File: src/hdl/rcf_pkg.sv
// rcf_pkg: shared types, constants and codes of the rgb convolution filter
// depends on nothing; used by the interfaces, controller, datapath and top level
package rcf_pkg;

	// default sizes
	localparam int KERNEL_SIZE_DEF = 3;
	localparam int MAX_HEIGHT_DEF  = 256;
	localparam int MAX_WIDTH_DEF   = 256;

	// fixed field widths
	localparam int COORD_W   = 8;
	localparam int CHAN_W    = 8;
	localparam int PIX_W     = 3 * CHAN_W;
	localparam int SIZE_W    = 9;
	localparam int FACTOR_W  = 16;
	localparam int BIAS_W    = 18;
	localparam int KROW_W    = 32;
	localparam int KROWS     = 4;
	localparam int COEF_W    = 8;
	localparam int KIDX_W    = 2;
	localparam int CFG_IDX_W = 3;
	localparam int CFG_DAT_W = 32;

	// arithmetic widths: 16 taps of s8 * u8 fit in 20 bits
	localparam int ACC_W  = 20;
	localparam int PROD_W = ACC_W + FACTOR_W;
	localparam int VAL_W  = PROD_W + 1;

	// serial remainder unit, one dividend bit per step
	localparam int DIV_STEPS = COORD_W;
	localparam int DIV_CNT_W = 3;

	// request codes
	localparam logic REQ_WRITE   = 1'b0;
	localparam logic REQ_COMPUTE = 1'b1;

	// configuration register indexes
	localparam logic [CFG_IDX_W-1:0] CFG_HEIGHT = 3'd0;
	localparam logic [CFG_IDX_W-1:0] CFG_WIDTH  = 3'd1;
	localparam logic [CFG_IDX_W-1:0] CFG_FACTOR = 3'd2;
	localparam logic [CFG_IDX_W-1:0] CFG_BIAS   = 3'd3;
	localparam logic [CFG_IDX_W-1:0] CFG_KROW0  = 3'd4;
	localparam logic [CFG_IDX_W-1:0] CFG_KROW1  = 3'd5;
	localparam logic [CFG_IDX_W-1:0] CFG_KROW2  = 3'd6;
	localparam logic [CFG_IDX_W-1:0] CFG_KROW3  = 3'd7;

	// reset values of the configuration registers
	localparam logic [SIZE_W-1:0]   HEIGHT_RST = 9'd256;
	localparam logic [SIZE_W-1:0]   WIDTH_RST  = 9'd256;
	localparam logic [FACTOR_W-1:0] FACTOR_RST = 16'd256;
	localparam logic [BIAS_W-1:0]   BIAS_RST   = 18'd0;

	localparam logic [CHAN_W-1:0] CHAN_MAX = 8'd255;

	// controller to datapath commands
	typedef struct packed {
		logic              load;
		logic              wr_en;
		logic              div_step;
		logic              issue;
		logic              col_step;
		logic              row_step;
		logic [KIDX_W-1:0] tap_a;
		logic [KIDX_W-1:0] tap_b;
		logic              mul_en;
		logic              fin_en;
	} rcf_cmd_t;

	// datapath to controller status
	typedef struct packed {
		logic out_free;
	} rcf_sts_t;

endpackage

File: src/hdl/rcf_dp.sv
// rcf_dp: datapath of the rgb convolution filter: config registers, wrap
// remainders, frame address, multiply-accumulate, scaling and output register
// depends on rcf_pkg; drives the frame store ram
module rcf_dp #(
	parameter int KERNEL_SIZE = rcf_pkg::KERNEL_SIZE_DEF,
	parameter int MAX_HEIGHT  = rcf_pkg::MAX_HEIGHT_DEF,
	parameter int MAX_WIDTH   = rcf_pkg::MAX_WIDTH_DEF,
	parameter int ADDR_W      = $clog2(MAX_HEIGHT * MAX_WIDTH)
) (
	input  logic                            clk,
	input  logic                            arst_n,
	// configuration writes
	input  logic                            cfg_we,
	input  logic [rcf_pkg::CFG_IDX_W-1:0]   cfg_index,
	input  logic [rcf_pkg::CFG_DAT_W-1:0]   cfg_data,
	// request payload
	input  logic [rcf_pkg::COORD_W-1:0]     pixel_row,
	input  logic [rcf_pkg::COORD_W-1:0]     pixel_col,
	input  logic [rcf_pkg::CHAN_W-1:0]      in_red,
	input  logic [rcf_pkg::CHAN_W-1:0]      in_green,
	input  logic [rcf_pkg::CHAN_W-1:0]      in_blue,
	// controller link
	input  rcf_pkg::rcf_cmd_t               cmd,
	output rcf_pkg::rcf_sts_t               sts,
	// frame store
	output logic                            ram_we,
	output logic [ADDR_W-1:0]               ram_addr,
	output logic [rcf_pkg::PIX_W-1:0]       ram_wdata,
	input  logic [rcf_pkg::PIX_W-1:0]       ram_rdata,
	// result
	output logic                            out_valid,
	input  logic                            out_ready,
	output logic [rcf_pkg::CHAN_W-1:0]      out_red,
	output logic [rcf_pkg::CHAN_W-1:0]      out_green,
	output logic [rcf_pkg::CHAN_W-1:0]      out_blue
);

	localparam int SW = rcf_pkg::SIZE_W;
	localparam int CW = rcf_pkg::COORD_W;

	logic [SW-1:0]                    height_q, width_q;
	logic signed [rcf_pkg::FACTOR_W-1:0] factor_q;
	logic signed [rcf_pkg::BIAS_W-1:0]   bias_q;
	logic [rcf_pkg::KROW_W-1:0]       krow_q [rcf_pkg::KROWS];

	logic [SW-1:0]  eff_h, eff_w;
	logic [CW-1:0]  row_sh_q, col_sh_q;
	logic [SW-1:0]  rem_r_q, rem_c_q, cbase_q;
	logic [SW:0]    trial_r, trial_c;
	logic [SW:0]    rem_r_nx, rem_c_nx;
	logic [SW:0]    r_inc, c_inc;

	logic           in_range;
	logic [ADDR_W-1:0] wr_addr, rd_addr;

	logic                           tap_vld_s1;
	logic [rcf_pkg::KIDX_W-1:0]     tap_a_s1, tap_b_s1;
	logic signed [rcf_pkg::COEF_W-1:0] coef;
	logic signed [rcf_pkg::ACC_W-1:0]  acc_q  [3];
	logic signed [rcf_pkg::PROD_W-1:0] prod_q [3];
	logic [rcf_pkg::CHAN_W-1:0]        res    [3];
	logic                              out_valid_q;
	logic [rcf_pkg::CHAN_W-1:0]        out_q  [3];

	// configuration register file
	always_ff @(posedge clk or negedge arst_n) begin
		if (!arst_n) begin
			height_q <= rcf_pkg::HEIGHT_RST;
			width_q  <= rcf_pkg::WIDTH_RST;
			factor_q <= rcf_pkg::FACTOR_RST;
			bias_q   <= rcf_pkg::BIAS_RST;
			for (int i = 0; i < rcf_pkg::KROWS; i++) begin
				krow_q[i] <= '0;
			end
		end else if (cfg_we) begin
			unique case (cfg_index) inside
				rcf_pkg::CFG_HEIGHT: height_q <= cfg_data[SW-1:0];
				rcf_pkg::CFG_WIDTH:  width_q  <= cfg_data[SW-1:0];
				rcf_pkg::CFG_FACTOR: factor_q <= cfg_data[rcf_pkg::FACTOR_W-1:0];
				rcf_pkg::CFG_BIAS:   bias_q   <= cfg_data[rcf_pkg::BIAS_W-1:0];
				rcf_pkg::CFG_KROW0, rcf_pkg::CFG_KROW1,
				rcf_pkg::CFG_KROW2, rcf_pkg::CFG_KROW3: begin
					krow_q[cfg_index[rcf_pkg::KIDX_W-1:0]] <= cfg_data;
				end
				default: ;
			endcase
		end
	end

	// frame size in use: zero acts as one, clipped to the store
	always_comb begin
		if (height_q == '0) begin
			eff_h = SW'(1);
		end else if (32'(height_q) > MAX_HEIGHT) begin
			eff_h = SW'(MAX_HEIGHT);
		end else begin
			eff_h = height_q;
		end
		if (width_q == '0) begin
			eff_w = SW'(1);
		end else if (32'(width_q) > MAX_WIDTH) begin
			eff_w = SW'(MAX_WIDTH);
		end else begin
			eff_w = width_q;
		end
	end

	// restoring remainder step and wrapped increments
	always_comb begin
		trial_r  = {rem_r_q, row_sh_q[CW-1]};
		trial_c  = {rem_c_q, col_sh_q[CW-1]};
		rem_r_nx = (trial_r >= {1'b0, eff_h}) ? trial_r - {1'b0, eff_h} : trial_r;
		rem_c_nx = (trial_c >= {1'b0, eff_w}) ? trial_c - {1'b0, eff_w} : trial_c;
		r_inc    = {1'b0, rem_r_q} + 1'b1;
		c_inc    = {1'b0, rem_c_q} + 1'b1;
	end

	// row and column remainders, then the kernel walk
	always_ff @(posedge clk) begin
		if (cmd.load) begin
			row_sh_q <= pixel_row;
			col_sh_q <= pixel_col;
			rem_r_q  <= '0;
			rem_c_q  <= '0;
		end else if (cmd.div_step) begin
			row_sh_q <= row_sh_q << 1;
			col_sh_q <= col_sh_q << 1;
			rem_r_q  <= rem_r_nx[SW-1:0];
			rem_c_q  <= rem_c_nx[SW-1:0];
			cbase_q  <= rem_c_nx[SW-1:0];
		end else if (cmd.row_step) begin
			rem_r_q <= (r_inc == {1'b0, eff_h}) ? '0 : r_inc[SW-1:0];
			rem_c_q <= cbase_q;
		end else if (cmd.col_step) begin
			rem_c_q <= (c_inc == {1'b0, eff_w}) ? '0 : c_inc[SW-1:0];
		end
	end

	// frame store port: writes from the request, reads from the walk
	always_comb begin
		in_range  = (32'(pixel_row) < MAX_HEIGHT) && (32'(pixel_col) < MAX_WIDTH);
		wr_addr   = ADDR_W'(pixel_row) * ADDR_W'(MAX_WIDTH) + ADDR_W'(pixel_col);
		rd_addr   = ADDR_W'(rem_r_q) * ADDR_W'(MAX_WIDTH) + ADDR_W'(rem_c_q);
		ram_we    = cmd.wr_en && in_range;
		ram_addr  = cmd.issue ? rd_addr : wr_addr;
		ram_wdata = {in_red, in_green, in_blue};
	end

	// tap index follows the ram read latency
	always_ff @(posedge clk or negedge arst_n) begin
		if (!arst_n) begin
			tap_vld_s1 <= 1'b0;
		end else begin
			tap_vld_s1 <= cmd.issue;
		end
	end

	always_ff @(posedge clk) begin
		tap_a_s1 <= cmd.tap_a;
		tap_b_s1 <= cmd.tap_b;
	end

	assign coef = krow_q[tap_a_s1][rcf_pkg::COEF_W * tap_b_s1 +: rcf_pkg::COEF_W];

	// per channel multiply-accumulate, then scale
	always_ff @(posedge clk) begin
		for (int ch = 0; ch < 3; ch++) begin
			if (cmd.load) begin
				acc_q[ch] <= '0;
			end else if (tap_vld_s1) begin
				acc_q[ch] <= acc_q[ch] + rcf_pkg::ACC_W'(coef) * rcf_pkg::ACC_W'($signed({1'b0,
					ram_rdata[rcf_pkg::PIX_W - 1 - rcf_pkg::CHAN_W * ch -: rcf_pkg::CHAN_W]}));
			end
			if (cmd.mul_en) begin
				prod_q[ch] <= rcf_pkg::PROD_W'(acc_q[ch]) * rcf_pkg::PROD_W'(factor_q);
			end
		end
	end

	// bias, floor and clamp
	always_comb begin
		logic signed [rcf_pkg::VAL_W-1:0] v;
		for (int ch = 0; ch < 3; ch++) begin
			v = rcf_pkg::VAL_W'(prod_q[ch]) + rcf_pkg::VAL_W'(bias_q);
			if (v[rcf_pkg::VAL_W-1]) begin
				res[ch] = '0;
			end else if (v[rcf_pkg::VAL_W-2:2*rcf_pkg::CHAN_W] != '0) begin
				res[ch] = rcf_pkg::CHAN_MAX;
			end else begin
				res[ch] = v[2*rcf_pkg::CHAN_W-1:rcf_pkg::CHAN_W];
			end
		end
	end

	// output register
	always_ff @(posedge clk or negedge arst_n) begin
		if (!arst_n) begin
			out_valid_q <= 1'b0;
		end else if (cmd.fin_en) begin
			out_valid_q <= 1'b1;
		end else if (out_ready) begin
			out_valid_q <= 1'b0;
		end
	end

	always_ff @(posedge clk) begin
		if (cmd.fin_en) begin
			for (int ch = 0; ch < 3; ch++) begin
				out_q[ch] <= res[ch];
			end
		end
	end

	assign sts.out_free = !out_valid_q || out_ready;
	assign out_valid    = out_valid_q;
	assign out_red      = out_q[0];
	assign out_green    = out_q[1];
	assign out_blue     = out_q[2];

endmodule

File: config.mk
export PLATFORM = sky130hd
export DESIGN_NAME = rcf_dp
export DESIGN_NICKNAME = d
export VERILOG_FILES = /design/src/hdl/rcf_pkg.sv /design/src/hdl/rcf_dp.sv
export SDC_FILE = /design/constraint.sdc
export NUM_CORES = 2
export LEC_CHECK = 0
export ABC_AREA = 1
export BUFFER_PORTS_ARGS = -buffer_cell sky130_fd_sc_hd__buf_2
export CAP_MARGIN = 10
export CORE_ASPECT_RATIO = 1.25
export CORE_MARGIN = 2
export CORE_UTILIZATION = 45
export CTS_CLUSTER_SIZE = 8
export DETAILED_ROUTE_END_ITERATION = 10
export REMOVE_ABC_BUFFERS = 1
export SLEW_MARGIN = 20
export SYNTH_ARGS = -nofsm -noshare
export SYNTH_HDL_FRONTEND = slang
export SYNTH_SLANG_ARGS = --single-unit
export TNS_END_PERCENT = 100
File: constraint.sdc
create_clock -name clk -period 8.35 [get_ports clk]
set_input_delay 1.67 -clock clk [delete_from_list [all_inputs] [get_ports clk]]
set_output_delay 1.67 -clock clk [all_outputs]
set_load 0.03 [all_outputs]
==> results.txt <==
----------------------------------------------------
[Synthesis]
  Share of the synthesized area in the top cell type ... 0.309
  Total number of yosys warnings ... 0
  Seq cells post-synth ... 421
  Leading register cell type out of synthesis ... sky130_fd_sc_hd__edfxtp_1
  Most frequent cell after synthesis ... sky130_fd_sc_hd__inv_1
  Top cells by instance count after synthesis ... sky130_fd_sc_hd__inv_1 (2486), sky130_fd_sc_hd__nand2_1 (2448), sky130_fd_sc_hd__fa_1 (1112)
  Synth async-reset ratio ... 0.432
  Synth unique cells ... 54
  Biggest area consumer among synthesized cells ... sky130_fd_sc_hd__fa_1
  Fraction of the yosys area taken by sequential cells ... 0.160
  Number of instances in the synthesized netlist ... 9363
  Avg Inst Size Synth ... 7.68 µm²
  Ranking of synthesized cells by area ... sky130_fd_sc_hd__fa_1 (31%), sky130_fd_sc_hd__inv_1 (13%), sky130_fd_sc_hd__nand2_1 (13%)
  Number of flops mapped to enable cells by yosys ... 217
  Area of the mapped netlist ... 0.0719 mm²

[Timing]
  Post-route setup slack ... 1.23 ns
  Setup repair after global routing missed its margin ... false
  Tmin final ... 7.12 ns
  Fmax ... 140 MHz
  Final worst path period share ... 0.853
  Tightest Pin Transition ... 1.10 ns
  Total negative setup slack ... 0 ns
  Largest clock skew in the final design ... 0.0594 ns
  Headroom to the max-slew limit ... 0.268
  Total setup violations reported at the end of the flow ... 0
  Final max-slew violation count ... 0
  Final hold violation count ... 0

[Outcome]
  Run status ... completed

[Worst setup path]
  Critical path data required time ... 8.80 ns
  Start of the worst register-to-register path ... tap_a_s1[1]
  Worst r2r path cells ... 23
  Capturing element type of the critical path ... flip-flop
  Reg-to-reg critical path endpoint ... acc_q[2][16]
  Highest net fanout along the worst path ... 64
  Slowest-stage cell, CP ... sky130_fd_sc_hd__dfxtp_2
  Ordered cell list for the critical path ... o21ai_0 -> a21oi_1 -> o221ai_1 -> nand2_1 -> buf_4 -> nand2_1 -> fa_1 -> inv_1 -> fa_1 -> fa_1 -> fa_1 -> fa_1 -> ha_1 -> nand3_1 -> nand2_1 -> inv_1 -> o21a_1 -> o21ai_0 -> a31oi_1 -> o21ai_0 -> nand2_1 -> nand2_1 -> nor2_1
  Category of the most critical setup path ... reg2reg
  Worst reg2reg setup slack ... 1.23 ns
  Crit-path max cell delay ... 1.02 ns
  Startpoint type of the worst setup path ... flip-flop
  Arrival @ worst endpoint ... 7.57 ns

[Clocking]
  Setup repair bufs after CTS ... 0
  TritonCTS Buffers ... 66
  Max clock buf depth ... 3
  Clock tree root driver cell ... sky130_fd_sc_hd__clkbuf_16
  CTS tree ... built
  H-tree lvl count ... 3
  Clk Latency, worst-skew pair ... 0.71 ns
  Hold-fix buffer count after cts ... 0
  TritonCTS Sinks ... 421
  Reg clk slew, reported paths ... 0.05 ns
  Cts repair resizes ... 0

[Floorplanning]
  Floorplan row count ... 164
  Count of pins on the block boundary ... 182
  Die width ... 362 µm
  Area of the core ... 0.159 mm²
  Die footprint ... 0.163 mm²
  Die height ... 451 µm
  Initial core utilization ... 0.452

[Worst hold path]
  Endpoint of the worst hold path ... krow_q[39]
  Hold Crit Start ... krow_q[39]
  Hold path depth ... 2
  Worst min-delay path category ... reg2reg

[Placement]
  Placed insts ... 11294
  IO Port Bufs ... 131
  Routability congestion estimate ... 0.919
  Final HPWL DP ... 165 mm
  Setup WS pre-CTS ... 1.21 ns

[Global routing]
  All-layer global routing usage ... 0.257
  Global-route wire length before repair ... 329 mm
  Gr ovfl total ... 0
  Antenna violations before repair ... 5
  Maximum number of pins on one net before global-route repair ... 99
  Vias in the first global route ... 59888

[Detailed routing]
  DRC Markers ... 0
  Initial detailed-routing violation count ... 3854
  Total routed wirelength ... 204 mm
  Post-detailed-route wirelength per cell ... 17.9 µm
  Antenna-violating nets left ... 0
  Via total after detailed routing ... 57634
  Via density per instance ... 5.05
  Count of TritonRoute iterations in the first routing pass ... 9

[Cells and area]
  Area Overhead vs Synth ... 6.25%
  Final net count ... 11092
  Filler cell count in the final layout ... 15794
  Flip-flop and latch area ... 0.0115 mm²
  Layout cells sized above 1 ... 0.0441
  Area taken by multi-input logic gates ... 0.0496 mm²
  Utilization of the core after routing ... 0.480
  Post-Layout Cell Count ... 11409

[Flow run]
  Max-capacitance violation count ... 0

----------------------------------------------------
-- metrics by stage --
step,hold slack (ns),cell area (µm²)
finish,0.476,76400
global route,0.501,76400
CTS,0.481,76400
detailed placement,0.468,74400
global placement,0.460,74400
floorplan,0.448,70500
-- worst max-delay path: cells and delay by family, from the launching register on --
family	cells	cell delay (ns)
buf+inv	3	0.40
fa+ha+maj	6	2.81
simple gates	7	1.11
flops	1	1.02
compound gates	7	1.48
-- worst max path at each step --
stage | cells after the start | start | end | slack (ns)
global placement | 25 | tap_a_s1[0] | acc_q[0][19] | 1.28
floorplan | 22 | tap_a_s1[0] | acc_q[2][16] | 0.55
detailed placement | 25 | tap_a_s1[0] | acc_q[0][19] | 1.21
global route | 23 | tap_a_s1[1] | acc_q[2][16] | 0.76
finish | 23 | tap_a_s1[1] | acc_q[2][16] | 1.23
CTS | 25 | tap_a_s1[0] | acc_q[0][19] | 1.23
-- routing by layer --
layer / vias to the layer above / track usage / share of wire
li1: 27485 / - / -
met1: 28253 / 0.339 / 0.43
met2: 1571 / 0.442 / 0.49
met3: 319 / 0.0291 / 0.054
met4: 6 / 0.0816 / 0.032
met5: - / 0.000297 / 0.00018
-- final cells by class --
cell class / instances / share of cell area
flip-flops and latches: 421 / 0.151
clock inverters: 12 / 0.00252
multi-input cells: 6096 / 0.649
diodes: 2 / 0.0000655
repair buffers: 195 / 0.0158
clock buffers: 100 / 0.0241
well taps: 2075 / 0.0340
inverters: 2508 / 0.123
-- placed cells by master, fill, tap and decap left out, types with 30 or more instances in the layout --
master,synthesis,routed
sky130_fd_sc_hd__nor3_1,43,42
sky130_fd_sc_hd__nand3_1,204,203
sky130_fd_sc_hd__xnor2_1,88,88
sky130_fd_sc_hd__inv_1,2486,2486
sky130_fd_sc_hd__clkbuf_16,0,68
sky130_fd_sc_hd__fa_1,1112,1112
sky130_fd_sc_hd__dfrtp_1,179,164
sky130_fd_sc_hd__ha_1,577,577
sky130_fd_sc_hd__edfxtp_1,217,217
sky130_fd_sc_hd__nand2_1,2448,2444
sky130_fd_sc_hd__nand4_1,54,54
sky130_fd_sc_hd__mux2i_1,30,30
sky130_fd_sc_hd__buf_4,30,60
sky130_fd_sc_hd__nor2_1,434,433
sky130_fd_sc_hd__xor2_1,115,115
sky130_fd_sc_hd__clkbuf_1,283,30
sky130_fd_sc_hd__a21oi_1,327,327
sky130_fd_sc_hd__o21ai_0,394,394
sky130_fd_sc_hd__buf_2,21,129
-- sequential cells by signal, summed over array words and instances (netlist names) --
signal / cells
prod_q: 108
out_q: 24
bias_q: 18
height_q: 9
cbase_q: 9
factor_q: 16
col_sh_q: 8
rem_r_q: 9
krow_q: 128
tap_b_s1: 2
acc_q: 60
out_valid: 1
rem_c_q: 9
row_sh_q: 8
tap_a_s1: 2
tap_vld_s1: 1
width_q: 9
-- logic make-up after synthesis --
family,synth area share
adder cells (fa/ha/maj),0.410
buffers and inverters,0.150
flip-flops,0.160
XOR/XNOR,0.0247
AND/OR/NAND/NOR,0.185
AO/OA/AOI/OAI,0.0662
multiplexers,0.00417
Power is left out: the tool's default activity adds up to more than one toggle a clock period on the data nets, which glitch-free logic cannot reach.
