`config.mk`:
```
export PLATFORM = sky130hd
export DESIGN_NAME = rcf_ctrl
export DESIGN_NICKNAME = d
export VERILOG_FILES = /design/src/hdl/rcf_pkg.sv /design/src/hdl/rcf_ctrl.sv
export SDC_FILE = /design/constraint.sdc
export NUM_CORES = 1
export LEC_CHECK = 0
export BUFFER_PORTS_ARGS = -buffer_cell sky130_fd_sc_hd__buf_2
export CAP_MARGIN = 15
export CORE_MARGIN = 2
export CORE_UTILIZATION = 45
export CTS_CLUSTER_SIZE = 30
export DETAILED_ROUTE_END_ITERATION = 16
export PLACE_DENSITY = 0.69
export SYNTH_ARGS = -nofsm -noshare
export SYNTH_HDL_FRONTEND = slang
export SYNTH_SLANG_ARGS = --single-unit
```
`constraint.sdc`:
```
create_clock -name clk -period 2.1 [get_ports clk]
set_clock_uncertainty 0.15 [all_clocks]
set_input_delay 0.105 -clock clk [delete_from_list [all_inputs] [get_ports clk]]
set_output_delay 0.105 -clock clk [all_outputs]
set_load 0.005 [all_outputs]
```
`src/hdl/rcf_pkg.sv`:
```
// rcf_pkg: shared types, constants and codes of the rgb convolution filter
// depends on nothing; used by the interfaces, controller, datapath and top level
package rcf_pkg;

	// default sizes
	localparam int KERNEL_SIZE_DEF = 3;
	localparam int MAX_HEIGHT_DEF  = 256;
	localparam int MAX_WIDTH_DEF   = 256;

	// fixed field widths
	localparam int COORD_W   = 8;
	localparam int CHAN_W    = 8;
	localparam int PIX_W     = 3 * CHAN_W;
	localparam int SIZE_W    = 9;
	localparam int FACTOR_W  = 16;
	localparam int BIAS_W    = 18;
	localparam int KROW_W    = 32;
	localparam int KROWS     = 4;
	localparam int COEF_W    = 8;
	localparam int KIDX_W    = 2;
	localparam int CFG_IDX_W = 3;
	localparam int CFG_DAT_W = 32;

	// arithmetic widths: 16 taps of s8 * u8 fit in 20 bits
	localparam int ACC_W  = 20;
	localparam int PROD_W = ACC_W + FACTOR_W;
	localparam int VAL_W  = PROD_W + 1;

	// serial remainder unit, one dividend bit per step
	localparam int DIV_STEPS = COORD_W;
	localparam int DIV_CNT_W = 3;

	// request codes
	localparam logic REQ_WRITE   = 1'b0;
	localparam logic REQ_COMPUTE = 1'b1;

	// configuration register indexes
	localparam logic [CFG_IDX_W-1:0] CFG_HEIGHT = 3'd0;
	localparam logic [CFG_IDX_W-1:0] CFG_WIDTH  = 3'd1;
	localparam logic [CFG_IDX_W-1:0] CFG_FACTOR = 3'd2;
	localparam logic [CFG_IDX_W-1:0] CFG_BIAS   = 3'd3;
	localparam logic [CFG_IDX_W-1:0] CFG_KROW0  = 3'd4;
	localparam logic [CFG_IDX_W-1:0] CFG_KROW1  = 3'd5;
	localparam logic [CFG_IDX_W-1:0] CFG_KROW2  = 3'd6;
	localparam logic [CFG_IDX_W-1:0] CFG_KROW3  = 3'd7;

	// reset values of the configuration registers
	localparam logic [SIZE_W-1:0]   HEIGHT_RST = 9'd256;
	localparam logic [SIZE_W-1:0]   WIDTH_RST  = 9'd256;
	localparam logic [FACTOR_W-1:0] FACTOR_RST = 16'd256;
	localparam logic [BIAS_W-1:0]   BIAS_RST   = 18'd0;

	localparam logic [CHAN_W-1:0] CHAN_MAX = 8'd255;

	// controller to datapath commands
	typedef struct packed {
		logic              load;
		logic              wr_en;
		logic              div_step;
		logic              issue;
		logic              col_step;
		logic              row_step;
		logic [KIDX_W-1:0] tap_a;
		logic [KIDX_W-1:0] tap_b;
		logic              mul_en;
		logic              fin_en;
	} rcf_cmd_t;

	// datapath to controller status
	typedef struct packed {
		logic out_free;
	} rcf_sts_t;

endpackage

```
`src/hdl/rcf_ctrl.sv`:
```
// rcf_ctrl: controller state machine of the rgb convolution filter
// depends on rcf_pkg for command and status types
module rcf_ctrl #(
	parameter int KERNEL_SIZE = rcf_pkg::KERNEL_SIZE_DEF
) (
	input  logic              clk,
	input  logic              arst_n,
	input  logic              req_valid,
	input  logic              req_type,
	output logic              req_ready,
	input  rcf_pkg::rcf_sts_t sts,
	output rcf_pkg::rcf_cmd_t cmd
);

	typedef enum logic [5:0] {
		ST_IDLE  = 6'b000001,
		ST_DIV   = 6'b000010,
		ST_READ  = 6'b000100,
		ST_DRAIN = 6'b001000,
		ST_MUL   = 6'b010000,
		ST_FIN   = 6'b100000
	} state_t;

	localparam logic [rcf_pkg::KIDX_W-1:0] TAP_LAST = rcf_pkg::KIDX_W'(KERNEL_SIZE - 1);
	localparam logic [rcf_pkg::DIV_CNT_W-1:0] DIV_LAST =
		rcf_pkg::DIV_CNT_W'(rcf_pkg::DIV_STEPS - 1);

	state_t                           st_q, st_d;
	logic [rcf_pkg::DIV_CNT_W-1:0]    div_cnt_q;
	logic [rcf_pkg::KIDX_W-1:0]       tap_a_q, tap_b_q;
	logic                             take;

	assign req_ready = (st_q == ST_IDLE);
	assign take      = req_valid && req_ready;

	// next state and commands
	always_comb begin
		st_d = st_q;
		cmd  = '0;
		cmd.tap_a = tap_a_q;
		cmd.tap_b = tap_b_q;
		unique case (st_q)
			ST_IDLE: begin
				if (take && req_type == rcf_pkg::REQ_WRITE) begin
					cmd.wr_en = 1'b1;
				end
				if (take && req_type == rcf_pkg::REQ_COMPUTE) begin
					cmd.load = 1'b1;
					st_d     = ST_DIV;
				end
			end
			ST_DIV: begin
				cmd.div_step = 1'b1;
				if (div_cnt_q == DIV_LAST) begin
					st_d = ST_READ;
				end
			end
			ST_READ: begin
				cmd.issue = 1'b1;
				if (tap_b_q == TAP_LAST) begin
					if (tap_a_q == TAP_LAST) begin
						st_d = ST_DRAIN;
					end else begin
						cmd.row_step = 1'b1;
					end
				end else begin
					cmd.col_step = 1'b1;
				end
			end
			ST_DRAIN: begin
				st_d = ST_MUL;
			end
			ST_MUL: begin
				cmd.mul_en = 1'b1;
				st_d       = ST_FIN;
			end
			ST_FIN: begin
				if (sts.out_free) begin
					cmd.fin_en = 1'b1;
					st_d       = ST_IDLE;
				end
			end
			default: begin
				st_d = ST_IDLE;
			end
		endcase
	end

	// state register
	always_ff @(posedge clk or negedge arst_n) begin
		if (!arst_n) begin
			st_q <= ST_IDLE;
		end else begin
			st_q <= st_d;
		end
	end

	// step and tap counters
	always_ff @(posedge clk or negedge arst_n) begin
		if (!arst_n) begin
			div_cnt_q <= '0;
			tap_a_q   <= '0;
			tap_b_q   <= '0;
		end else begin
			if (cmd.load) begin
				div_cnt_q <= '0;
				tap_a_q   <= '0;
				tap_b_q   <= '0;
			end else begin
				if (cmd.div_step) begin
					div_cnt_q <= div_cnt_q + 1'b1;
				end
				if (cmd.col_step) begin
					tap_b_q <= tap_b_q + 1'b1;
				end
				if (cmd.row_step) begin
					tap_a_q <= tap_a_q + 1'b1;
					tap_b_q <= '0;
				end
			end
		end
	end

`ifndef ASSERT_OFF
	// an accepted compute starts the remainder steps
	a_compute_starts: assert property (@(posedge clk) disable iff (!arst_n)
		(st_q == ST_IDLE && req_valid && req_type == rcf_pkg::REQ_COMPUTE) |=> st_q == ST_DIV)
		else $error("compute transaction did not start division");

	// tap counters stay inside the kernel while reading
	a_tap_range: assert property (@(posedge clk) disable iff (!arst_n)
		(st_q == ST_READ) |-> (tap_a_q <= TAP_LAST && tap_b_q <= TAP_LAST))
		else $error("kernel tap out of range");

	// a result waits while the output register is still occupied
	a_fin_holds: assert property (@(posedge clk) disable iff (!arst_n)
		(st_q == ST_FIN && !sts.out_free) |=> st_q == ST_FIN)
		else $error("result dropped while output busy");

	// division always ends with all dividend bits consumed
	a_div_done: assert property (@(posedge clk) disable iff (!arst_n)
		(st_q == ST_DIV && st_d == ST_READ) |-> div_cnt_q == DIV_LAST)
		else $error("division left early");
`endif

endmodule

```
==> metrics.md, run 1 <==
| Metric | Value |
|---|---|
| Drt drc | 0 |
| Die Span Y | 44.3 um |
| Tmin final | 1.98 ns |
| Placed Area | 835 um2 |
| Area Overhead vs Synth | 19.4% |
| Setup TNS | 0 ns |
| Fin area | 871 um2 |
| Max cap viols | 0 |
| Cell Rows | 14 |
| Largest cells by area after synthesis | dfrtp_1, ha_1, nand2_1, dfstp_2, nor2_1 |
| CP arrival | 1.73 ns |
| Clock share of power | 21.1% |
| Clock transition at path regs | 0.08 ns |
| Filler cells | 136 |
| Achievable Freq | 504 MHz |
| Worst-margin pin slew | 0.371 ns |
| Avg WL per Cell | 12.7 um |
| Final hold viol count | 0 |
| CTS buffer count | 3 |
| Syn avg cell area | 9.86 um2 |
| Synth Warn # | 0 |
| Worst Slack Setup Final | 0.117 ns |
| Pleak | 0.465 nW |
| Post-CTS sizing | 0 |
| Slew Viols, Final | 0 |
| NumNets Final | 106 |
| Leading area contributor after synthesis | dfrtp_1 |
| Share of cells above drive strength 1 | 31.3% |
| Slowest cell on the critical path | dfrtp_1 |
| Pwr Total | 0.714 mW |
| Global Route Usage Sum | 17.3% |
| RSZ-0062 raised after global routing | false |
| Max FO, Critical Path | 7 |
| Synth top area share | 41.2% |
| Die ar. | 1960 um2 |
| Flop pwr share | 47.1% |
| Yosys reg bits | 13 |
| Pint | 0.460 mW |
| Cell variety after synth | 32 |
| Detail Route Antenna Nets | 0 |
| Routability cong. | 0.853 |
| Pre-CTS setup slack | 0.437 ns |
| CP Launch Type | flop |
| Post-synthesis instance area | 729 um2 |
| GRT overflow | 0 |
| Overall routed net length | 1420 um |
| Vias in the first global route | 565 |
| CTS Sinks | 13 |
| Placed Cells | 107 |
| Worst Hold Class | in2reg |
| Power Density | 819 nW/um2 |
| DP Wirelength | 1130 um |
| Final setup violation count | 0 |
| CTS tree | built |
| DIE WIDTH | 44.3 um |
| Initial antenna violation count | 0 |
| I/O Pins | 18 |
| Clock root cell | clkbuf_4 |
| Vias | 630 |
| Biggest cell delay along the critical path | 0.46 ns |
| P_sw | 0.253 mW |
| First-pass DRT Iterations | 4 |
| Required time worst endpoint | 1.85 ns |
| N_diodes | 0 |
| Core area | 1510 um2 |
| Sw frac | 35.5% |
| CP cell instances | nor4_1 > nand2_1 > nor2_4 > buf_2 |
| Cell count after synthesis | 74 |
| Starting DRT DRC Count | 25 |
| Vias per cell | 5.63 |
| # H-tree levels | 1 |
| First-pass GRT wire length | 2430 um |
| Starting density of the core | 48.4% |
| Status | finished clean |
| Fin crit share | 94.4% |
| Max clock buf depth | 2 |
| Synthesized Nets | 83 |
| Worst setup path class | reg2out |
| Clk Latency, worst-skew pair | 0.27 ns |
| Fin cells | 112 |
| Largest net degree at the start of global routing | 14 |
| Part of the Yosys area used for sequential elements | 44.8% |
| Port bufs | 17 |
| Slew headroom | 75.2% |
| Combinational power share | 31.8% |
| Worst Setup End Kind | output pin |
| Max VDD drop | 0.379 mV |
power by group through the flow:
stage	Clock, mW	Sequential, mW	Combinational, mW
detailed placement	0	0.342	0.229
finish	0.150	0.336	0.227
floorplan	0	0.330	0.164
CTS	0.156	0.337	0.231
global placement	0	0.336	0.227
global route	0.167	0.345	0.254
cells in the final DEF (no fill, tap or decap), types with 2 or more instances in the layout:
cell      synthesis  routed
nand4b_1          2       2
clkbuf_4          0       3
nand2_1          11      11
buf_2             0      17
xnor2_1           2       2
o21ai_0           3       3
nor2b_1           4       4
nor2_1            7       7
ha_1              4       4
dfrtp_1          12      12
inv_1             5       5
a21oi_1           2       2
cell type report:
class / count / area (um2) / area share, %
Multi-Input combinational cell: 55 / 380 / 43.7
Clock buffer: 4 / 26.3 / 3.02
Inverter: 6 / 22.5 / 2.59
Tap cell: 16 / 20.0 / 2.30
Sequential cell: 13 / 327 / 37.5
Timing Repair Buffer: 18 / 95.1 / 10.9
cells by family after synthesis:
group	count (synthesis)	synth area share (%)
simple gates	37	30.5
flops	13	44.8
xor+xnor	2	2.40
compound gates	11	11.0
mux	1	1.37
fa+ha+maj	4	6.86
buf+inv	6	3.09
registers in the layout (all words and copies together) (netlist names):
name	cells
tap_b_q	2
tap_a_q	2
div_cnt_q	3
st_q	6
critical path: cells and delay by family, from the launching register on:
kind	cells	cell delay [ns]
AND/OR/NAND/NOR	3	0.85
flip-flops	1	0.46
buffers and inverters	1	0.15
stage by stage:
step	hold WS (ns)	util (%)
3_3_place_gp	-0.143	55.4
5_1_grt	0.0296	57.8
4_1_cts	0.000182	57.8
2_1_floorplan	-0.341	-
6_report	0.0102	57.8
3_5_place_dp	-0.145	55.4
per-layer routing:
metal | vias to the layer above | routed length, um | share of wire (%) | global-route usage [%]
met2 | 16 | 648 | 46 | 25.9
li1 | 310 | - | - | -
met1 | 300 | 681 | 48 | 23.6
met4 | 0 | 32 | 2.3 | 10.9
met5 | - | 0 | 0 | 0
met3 | 4 | 59 | 4.2 | 2.45
worst paths after layout:
path                               from            to  slack [ns]  cells after the start
max in group asynchronous        arst_n       st_q[0]        1.43                      2
setup / recovery                st_q[5]       cmd[11]        0.12                      4
hold reg to reg            div_cnt_q[1]  div_cnt_q[1]        0.39                      2
hold / removal                      sts       st_q[5]        0.01                      3
min in group asynchronous        arst_n       st_q[4]        0.09                      2
setup reg to reg                st_q[5]    tap_b_q[1]        0.42                      4
repair_timing:
action,in CTS,in global routing
endpoints found under the hold margin,13,0
hold buffers,1,0
setup buffers,0,0
synthesized netlist by cell type:
cell type  instances
a21oi_1            2
a21oi_2            1
a221oi_1           1
a311oi_2           1
and2_2             1
and3b_1            1
and4_2             1
and4b_2            1
dfrtp_1           12
dfstp_2            1
ha_1               4
inv_1              5
inv_2              1
mux2i_1            1
nand2_1           11
nand2_2            1
nand2b_1           1
nand3_1            1
nand4b_1           2
nor2_1             7
nor2_4             1
nor2b_1            4
nor3_1             1
nor3b_1            1
nor4_1             1
nor4_4             1
o211ai_1           1
o21ai_0            3
o22ai_1            1
o311ai_0           1
or3_1              1
xnor2_1            2
No activity file was read; power rests on OpenSTA's default activity.
==> run 2: changes to the inputs <==
--- a/config.mk
+++ b/config.mk
@@ -5,13 +5,14 @@
 export SDC_FILE = /design/constraint.sdc
 export NUM_CORES = 1
 export LEC_CHECK = 0
+export ABC_AREA = 1
 export BUFFER_PORTS_ARGS = -buffer_cell sky130_fd_sc_hd__buf_2
 export CAP_MARGIN = 15
 export CORE_MARGIN = 2
 export CORE_UTILIZATION = 45
 export CTS_CLUSTER_SIZE = 30
 export DETAILED_ROUTE_END_ITERATION = 16
-export PLACE_DENSITY = 0.69
+export PLACE_DENSITY = 0.68
 export SYNTH_ARGS = -nofsm -noshare
 export SYNTH_HDL_FRONTEND = slang
 export SYNTH_SLANG_ARGS = --single-unit
==> constraint.sdc (replaced) <==
create_clock -name clk -period 1.83 [get_ports clk]
set_clock_uncertainty 0.15 [all_clocks]
set_input_delay 0.0915 -clock clk [delete_from_list [all_inputs] [get_ports clk]]
set_output_delay 0.0915 -clock clk [all_outputs]
set_load 0.005 [all_outputs]
==> run 2 against run 1 <==
  * Non-clock buffer count is the same
  * Hold slack better by 0.0021 ns
  * Synthesized cell count up 34%
  * Routed wire length is 7.5% higher
  * Final area increased by 13%
  * Critical endpoint unchanged
  * Highest routed layer unchanged
==> metrics.md, run 2 <==
| Metric | Value |
|---|---|
| Syn avg cell area | 8.35 um2 |
| Final setup violation count | 0 |
| Port bufs | 17 |
| Starting DRT DRC Count | 16 |
| Power Density | 1160 nW/um2 |
| Largest net degree at the start of global routing | 14 |
| Post-synth EDFFs | 0 |
| CP arrival | 1.47 ns |
| I/O Pins | 18 |
| Synth top area share | 36.3% |
| Top FF cell, synth | dfrtp_1 |
| Share of cells above drive strength 1 | 33.1% |
| Pleak | 0.571 nW |
| Worst-margin pin slew | 0.306 ns |
| Post-synthesis instance area | 827 um2 |
| Clock transition at path regs | 0.08 ns |
| Worst Setup End Kind | output pin |
| Overall routed net length | 1530 um |
| Fin crit share | 93.3% |
| Synth top cells by count | nand2_1, inv_1, dfrtp_1 |
| NumNets Final | 131 |
| Area Overhead vs Synth | 18.5% |
| Cell variety after synth | 22 |
| Starting density of the core | 47.9% |
| Largest register FFs | 6 |
| Core area | 1730 um2 |
| CTS buffer count | 3 |
| Final hold viol count | 0 |
| First-pass DRT Iterations | 4 |
| Part of the Yosys area used for sequential elements | 39.5% |
| # H-tree levels | 1 |
| Leading area contributor after synthesis | dfrtp_1 |
| Top-count cell post-synth | nand2_1 |
| N_diodes | 0 |
| Most frequent cells in the layout | nand2_1, inv_1, buf_2, dfrtp_1, nor2_1 |
| Initial antenna violation count | 0 |
| Setup TNS | 0 ns |
| GRT overflow | 0 |
| RSZ-0062 raised after global routing | false |
| Regs by FF count | st_q: 6 flops, div_cnt_q: 3 flops |
| Vias in the first global route | 592 |
| Max VDD drop | 0.565 mV |
| Status | finished clean |
| CTS Sinks | 13 |
| Synthesized Nets | 108 |
| CTS tree | built |
| Largest cells by area after synthesis | dfrtp_1, nand2_1, inv_1, ha_1, nor2_8 |
| Final core utilization | 56.7% |
| Vias | 683 |
| Top reg by flops | st_q |
| Worst setup path class | reg2out |
| FFs w/ async S/R, synth | 100% |
| Global Route Usage Sum | 16.2% |
| Max cap viols | 0 |
| Routability cong. | 0.785 |
| Clock root cell | clkbuf_4 |
| Detail Route Antenna Nets | 0 |
| Worst Hold Class | in2reg |
| CP Launch Type | flop |
| Cell Rows | 15 |
| Max FO, Critical Path | 9 |
| Yosys reg bits | 13 |
| Required time worst endpoint | 1.59 ns |
| First-pass GRT wire length | 2480 um |
| Tmin final | 1.71 ns |
| Achievable Freq | 586 MHz |
| Clk Latency, worst-skew pair | 0.27 ns |
| Max clock buf depth | 2 |
| Die Span Y | 46.9 um |
| Cell count after synthesis | 99 |
| Slew headroom | 79.6% |
| Commonest non-fill, non-tap cell in the layout | nand2_1 |
| Slew Viols, Final | 0 |
| DP Wirelength | 1240 um |
| Synth Warn # | 0 |
| Drt drc | 0 |
| Vias per cell | 4.68 |
| Die ar. | 2200 um2 |
| Avg WL per Cell | 10.5 um |
| DIE WIDTH | 46.9 um |
[run 2: per-layer routing]
metal	up-vias	part of all wire (%)	global-route usage (%)
li1	358	-	-
met1	310	48	21.1
met2	13	47	27.1
met3	2	4.5	2.31
met4	0	0.52	6.67
met5	-	0	0
[run 2: timing repair]
action | 4_1_cts | 5_1_grt
gates resized for setup | 0 | 0
setup buffers | 0 | 0
hold endpoints to repair | 13 | 0
hold buffers | 1 | 0
[run 2: cell families after synthesis]
kind of cell | synth area share (%)
buffers and inverters | 9.53
XOR/XNOR | 1.06
adder cells (fa/ha/maj) | 6.05
AND/OR/NAND/NOR | 38.1
flip-flops | 39.5
AO/OA/AOI/OAI | 5.75
[run 2: stage by stage]
step	setup slack (ns)	hold slack, ns	power (mW)	instances	cell area (um2)
after global routing	0.0295	0.0427	1.24	146	980
after CTS	0.107	0.00807	1.16	146	980
after global placement	0.387	-0.150	0.956	141	943
after detailed placement	0.370	-0.153	0.973	141	943
final	0.123	0.0123	1.14	146	980
after floorplan	0.464	-0.354	0.835	99	827
[run 2: critical path, stage by stage (launching register included)]
cell     delay (ns)
dfstp_2        0.55
nand2_1        0.16
nor2_8         0.16
nand3_4        0.13
inv_2          0.08
buf_2          0.10
[run 2: layout make-up]
| type | instances | area [um2] |
|---|---|---|
| Sequential cell | 13 | 327 |
| Tap cell | 25 | 31.3 |
| Multi-Input combinational cell | 65 | 422 |
| Clock buffer | 4 | 26.3 |
| Fill cell | 174 | 747 |
| Inverter | 21 | 78.8 |
| Timing Repair Buffer | 18 | 95.1 |
[run 2: power breakdown]
part           leakage (nW)  switching, mW  internal (mW)
logic                 0.381          0.350          0.207
registers             0.175         0.0483          0.358
clock network        0.0150         0.0896         0.0843
total                 0.571          0.487          0.649
[run 2: path summary, 6_finish.rpt]
path / slack, ns / to / cells after the start / from
setup / recovery: 0.12 / cmd[11] / 5 / st_q[0]
hold / removal: 0.01 / st_q[5] / 4 / sts
setup reg to reg: 0.36 / st_q[0] / 6 / tap_a_q[0]
hold reg to reg: 0.39 / tap_b_q[0] / 2 / tap_b_q[0]
max in group asynchronous: 1.16 / st_q[0] / 2 / arst_n
min in group asynchronous: 0.09 / st_q[2] / 2 / arst_n
